File: src/hw/rtl/tiltq_pkg.sv
// shared types, constants and fixed-point helpers for the tilt-to-quaternion unit
package tiltq_pkg;

   localparam int CORDIC_STEPS = 16;
   localparam int ATAN_ENTRIES = 24;
   localparam int CORDIC_RUN = (CORDIC_STEPS > ATAN_ENTRIES) ? ATAN_ENTRIES : CORDIC_STEPS;
   localparam int STEP_W = $clog2(ATAN_ENTRIES);
   localparam int QW = 34;
   localparam int AW = 36;

   localparam logic signed [QW-1:0] Q30_GAIN = 34'sd652032874;
   localparam logic signed [AW-1:0] Q30_PI = 36'sd3373259426;
   localparam logic signed [AW-1:0] Q30_HALF_PI = 36'sd1686629713;

   localparam logic REG_FIRST_HEADING = 1'b0;
   localparam logic REG_SECOND_HEADING = 1'b1;

   typedef logic signed [QW-1:0] q30_type;

   typedef struct packed {
      logic signed [QW-1:0] x;
      logic signed [QW-1:0] y;
      logic signed [QW-1:0] z;
      logic                 neg;
   } lane_type;

   function automatic q30_type atan_q30(input logic [STEP_W-1:0] idx);
      q30_type r;
      case (idx)
         5'd0: r = 34'sd843314856;
         5'd1: r = 34'sd497837829;
         5'd2: r = 34'sd263043836;
         5'd3: r = 34'sd133525158;
         5'd4: r = 34'sd67021686;
         5'd5: r = 34'sd33543515;
         5'd6: r = 34'sd16775850;
         5'd7: r = 34'sd8388437;
         5'd8: r = 34'sd4194282;
         5'd9: r = 34'sd2097149;
         5'd10: r = 34'sd1048575;
         5'd11: r = 34'sd524287;
         5'd12: r = 34'sd262143;
         5'd13: r = 34'sd131071;
         5'd14: r = 34'sd65535;
         5'd15: r = 34'sd32767;
         5'd16: r = 34'sd16383;
         5'd17: r = 34'sd8191;
         5'd18: r = 34'sd4095;
         5'd19: r = 34'sd2047;
         5'd20: r = 34'sd1023;
         5'd21: r = 34'sd511;
         5'd22: r = 34'sd255;
         5'd23: r = 34'sd127;
         default: r = '0;
      endcase
      return r;
   endfunction

   // q30 product, rounded half up
   function automatic q30_type qmul(input q30_type a, input q30_type b);
      logic signed [2*QW-1:0] p;
      p = a * b;
      p = p + (68'sd1 <<< 29);
      return p[QW+29:30];
   endfunction

   // q30 to q14 with rounding and saturation
   function automatic logic signed [15:0] to_q14(input q30_type v);
      logic signed [QW:0] t;
      logic signed [QW-16:0] r;
      t = {v[QW-1], v} + 35'sd32768;
      r = t[QW:16];
      if (r > 19'sd16384) r = 19'sd16384;
      if (r < -19'sd16384) r = -19'sd16384;
      return r[15:0];
   endfunction

endpackage

File: src/hw/rtl/tiltq_cordic_cell.sv
// one rotation-mode cordic iteration, registered
module tiltq_cordic_cell (
   input  logic                        clock,
   input  logic                        en,
   input  logic [tiltq_pkg::STEP_W-1:0] step,
   input  tiltq_pkg::lane_type         cell_in,
   output tiltq_pkg::lane_type         cell_out
);
   import tiltq_pkg::*;

   lane_type stage_ff, stage_in;
   q30_type  dx, dy, at;

   always_comb begin
      dx = cell_in.y >>> step;
      dy = cell_in.x >>> step;
      at = atan_q30(step);
      stage_in = cell_in;
      if (!cell_in.z[QW-1]) begin
         stage_in.x = cell_in.x - dx;
         stage_in.y = cell_in.y + dy;
         stage_in.z = cell_in.z - at;
      end else begin
         stage_in.x = cell_in.x + dx;
         stage_in.y = cell_in.y - dy;
         stage_in.z = cell_in.z + at;
      end
   end

   always_ff @(posedge clock) begin
      if (en) stage_ff <= stage_in;
   end

   assign cell_out = stage_ff;
endmodule

File: config.mk
export PLATFORM = sky130hd
export DESIGN_NAME = tiltq_cordic_cell
export DESIGN_NICKNAME = d
export VERILOG_FILES = /design/src/hw/rtl/tiltq_pkg.sv /design/src/hw/rtl/tiltq_cordic_cell.sv
export SDC_FILE = /design/constraint.sdc
export NUM_CORES = 1
export LEC_CHECK = 0
export BUFFER_PORTS_ARGS = -buffer_cell sky130_fd_sc_hd__buf_4
export CORE_MARGIN = 3
export CORE_UTILIZATION = 38
export CTS_BUF_LIST = sky130_fd_sc_hd__clkbuf_4
export CTS_CLUSTER_SIZE = 16
export DETAILED_ROUTE_END_ITERATION = 8
export SLEW_MARGIN = 20
export SYNTH_ARGS = -nofsm -noshare
export SYNTH_HDL_FRONTEND = slang
export SYNTH_SLANG_ARGS = --single-unit
File: constraint.sdc
create_clock -name clock -period 16.4 [get_ports clock]
set_clock_uncertainty 0.1 [all_clocks]
set_input_delay 0.82 -clock clock [delete_from_list [all_inputs] [get_ports clock]]
set_output_delay 0.82 -clock clock [all_outputs]
set_load 0.005 [all_outputs]
==> flow_metrics.env <==
export IMPL_chipHeight_um=208
export IMPL_pin_count=213
export IMPL_grt_pass1_wl_um=87400
export IMPL_drt_iter0_drc=1426
export IMPL_status="finished, final reports clean"
export IMPL_required_ps=16640
export IMPL_cts_tree="yes"
export IMPL_post_route_min_period_ps=7540
export IMPL_grt_use_total_pct=25.7
export IMPL_synth_edf_count=103
export IMPL_finalHoldViolCount=0
export IMPL_cp_start_kind="primary input"
export IMPL_p_leak_nw=7.08
export IMPL_wire_per_inst_um=24.3
export IMPL_vias=15000
export IMPL_remaining_drc_errors=0
export IMPL_cts_root_buf="clkbuf_4"
export IMPL_whs_path_depth=1
export IMPL_yosysWarningCount=0
export IMPL_crit_type="in2reg"
export IMPL_start_util_pct=38.8
export IMPL_post_cts_buffers=0
export IMPL_synthFlopType="edfxtp_1"
export IMPL_ys_seq_area_share_pct=19.9
export IMPL_numCtsBuffers=9
export IMPL_synth_nets=1939
export IMPL_worstMarginPinSlew_ps=1040
export IMPL_layout_drive_gt1_share_pct=21.3
export IMPL_hp_class="in2reg"
export IMPL_hold_buffers=0
export IMPL_syn_to_final_growth_pct=12.3
export IMPL_drv_slew=0
export IMPL_io_buffer_count=212
export IMPL_htree_levels=3
export IMPL_tns_ps=0
export IMPL_finalSetupViolCount=0
export IMPL_place_hpwl_um=44500
export IMPL_finalNetCount=2074
export IMPL_crit_path_end_kind="flop"
export IMPL_syn_area_um2=15600
export IMPL_cap_violations=0
export IMPL_synthTopCellsByCount="a21oi_1, nor2_1, nand2_1, ha_1, xnor2_1"
export IMPL_dieArea_um2=43400
export IMPL_rows=73
export IMPL_yosysMostFrequentCell="a21oi_1"
export IMPL_largest_register_ffs=103
export IMPL_syn_inst=1716
export IMPL_grt_pass1_vias=14400
export IMPL_die_w_um=208
export IMPL_clockBufferDepth=2
export IMPL_antenna_found_initial=2
export IMPL_cts_sinks=103
export IMPL_grt_overflow=0
export IMPL_crit_path_start="step[0]"
export IMPL_wl_um=57900
export IMPL_synthTopCellsByArea="edfxtp_1, mux4_2, ha_1"
export IMPL_cp_arrival_ps=7780
export IMPL_min_from="cell_in[0]"
export IMPL_placed_cells=2365
export IMPL_yosysTopAreaCell="edfxtp_1"
export IMPL_vdd_drop_max_mv=0.0454
export IMPL_relSlewSlack_pct=30.3
export IMPL_crit_path_max_fanout=76
export IMPL_finalCritPeriodShare_pct=46.0
export IMPL_ant_nets=0
export IMPL_gp_congestion=0.990
export IMPL_power_density_nw_per_um2=79.5
export IMPL_fin_util_pct=43.6
export IMPL_synthArstFlopShare_pct=0
export IMPL_cts_resized=0
export IMPL_ys_seq_elements=103
export IMPL_max_freq_ghz=0.133
export IMPL_clk_pin_slew_worst_paths_ps=160
export IMPL_dr_pass1_iters=6
export IMPL_grt_max_degree=82
export IMPL_core_um2=40100
export IMPL_routed_via_density=6.29
export IMPL_rsz0062_at_grt="no"
export IMPL_syn_area_per_cell_um2=9.07
export IMPL_yosysUniqueCellTypes=91
export IMPL_finalNonFillerCells=2382
export IMPL_yosysTopAreaCellShare_pct=19.9
==> placed cells by master, fill, tap and decap left out, types with 16 or more instances in the layout <==
cell type  instances
buf_4            224
a21oi_1          143
nor2_1           141
nand2_1          118
ha_1             110
xnor2_1          109
edfxtp_1         103
mux4_2            87
o21ai_0           86
xor2_1            63
mux2i_1           59
a21o_1            51
inv_1             49
mux2_2            34
nand3_1           30
a31oi_1           30
nor3_1            26
nor2b_1           20
nand2b_1          19
o211ai_1          19
and2_1            18
o21bai_1          18
a211oi_1          18
and3_1            16
==> metrics by stage <==
step	area (µm²)	power [mW]	hold WS (ps)	setup WS [ps]
3_5_place_dp	17400	1.26	900	8230
5_1_grt	17500	1.49	258	8180
3_3_place_gp	17400	1.26	902	8200
4_1_cts	17500	1.39	259	8880
6_report	17500	1.39	309	8860
2_1_floorplan	15600	0.959	819	10100
==> path summary, 6_finish.rpt <==
kind / to
worst max-delay path: cell_out[67]
worst min-delay path: cell_out[0]
==> routing by layer <==
layer | routed length, µm | vias up | GRT usage [%]
li1 | - | 6881 | -
met1 | 24200 | 7171 | 34.7
met2 | 26700 | 820 | 41.6
met3 | 4770 | 120 | 3.91
met4 | 2170 | 2 | 9.81
met5 | 18 | - | 0
==> cells by family (layout without fill, tap and decap cells) <==
| kind of cell | Yosys count | count (layout) | share of synthesized area [%] |
|---|---|---|---|
| compound gates | 530 | 530 | 22.6 |
| xor+xnor | 172 | 172 | 9.68 |
| fa+ha+maj | 113 | 113 | 9.23 |
| buf+inv | 153 | 293 | 4.77 |
| flops | 103 | 103 | 19.9 |
| mux | 183 | 183 | 19.1 |
| other cells | 0 | 1 | 0 |
| simple gates | 462 | 462 | 14.7 |
==> cell type report <==
type	count	area [µm²]
inverters	52	195
clock inverters	7	48.8
fillers	3954	22600
clock buffers	9	67.6
flip-flops and latches	103	3090
repair buffers	225	1690
diodes	1	2.50
well taps	525	657
multi-input cells	1460	11700
==> report_power, final <==
group | internal (mW) | leakage (nW) | switching, mW
Clock | 0.0308 | 0.0560 | 0.0980
Combinational | 0.383 | 6.02 | 0.464
Sequential | 0.392 | 1.01 | 0.0217
Total | 0.806 | 7.08 | 0.584
==> critical path, stage by stage <==
cell and delay [ps]:
buf_6 580, buf_4 870, mux4_2 660, mux4_2 520, nor2_1 230, o211ai_1 200, nor4b_2 360, and3_1 230
and3_1 270, a21oi_1 110, xor2_1 160, ha_1 390, nand4_1 120, or3_1 340, a211oi_1 390, a2111oi_0 180
o31ai_1 420, o221ai_1 230, o211a_1 290, a31oi_1 200, xor2_1 80
(Power assumes the default switching activity.)
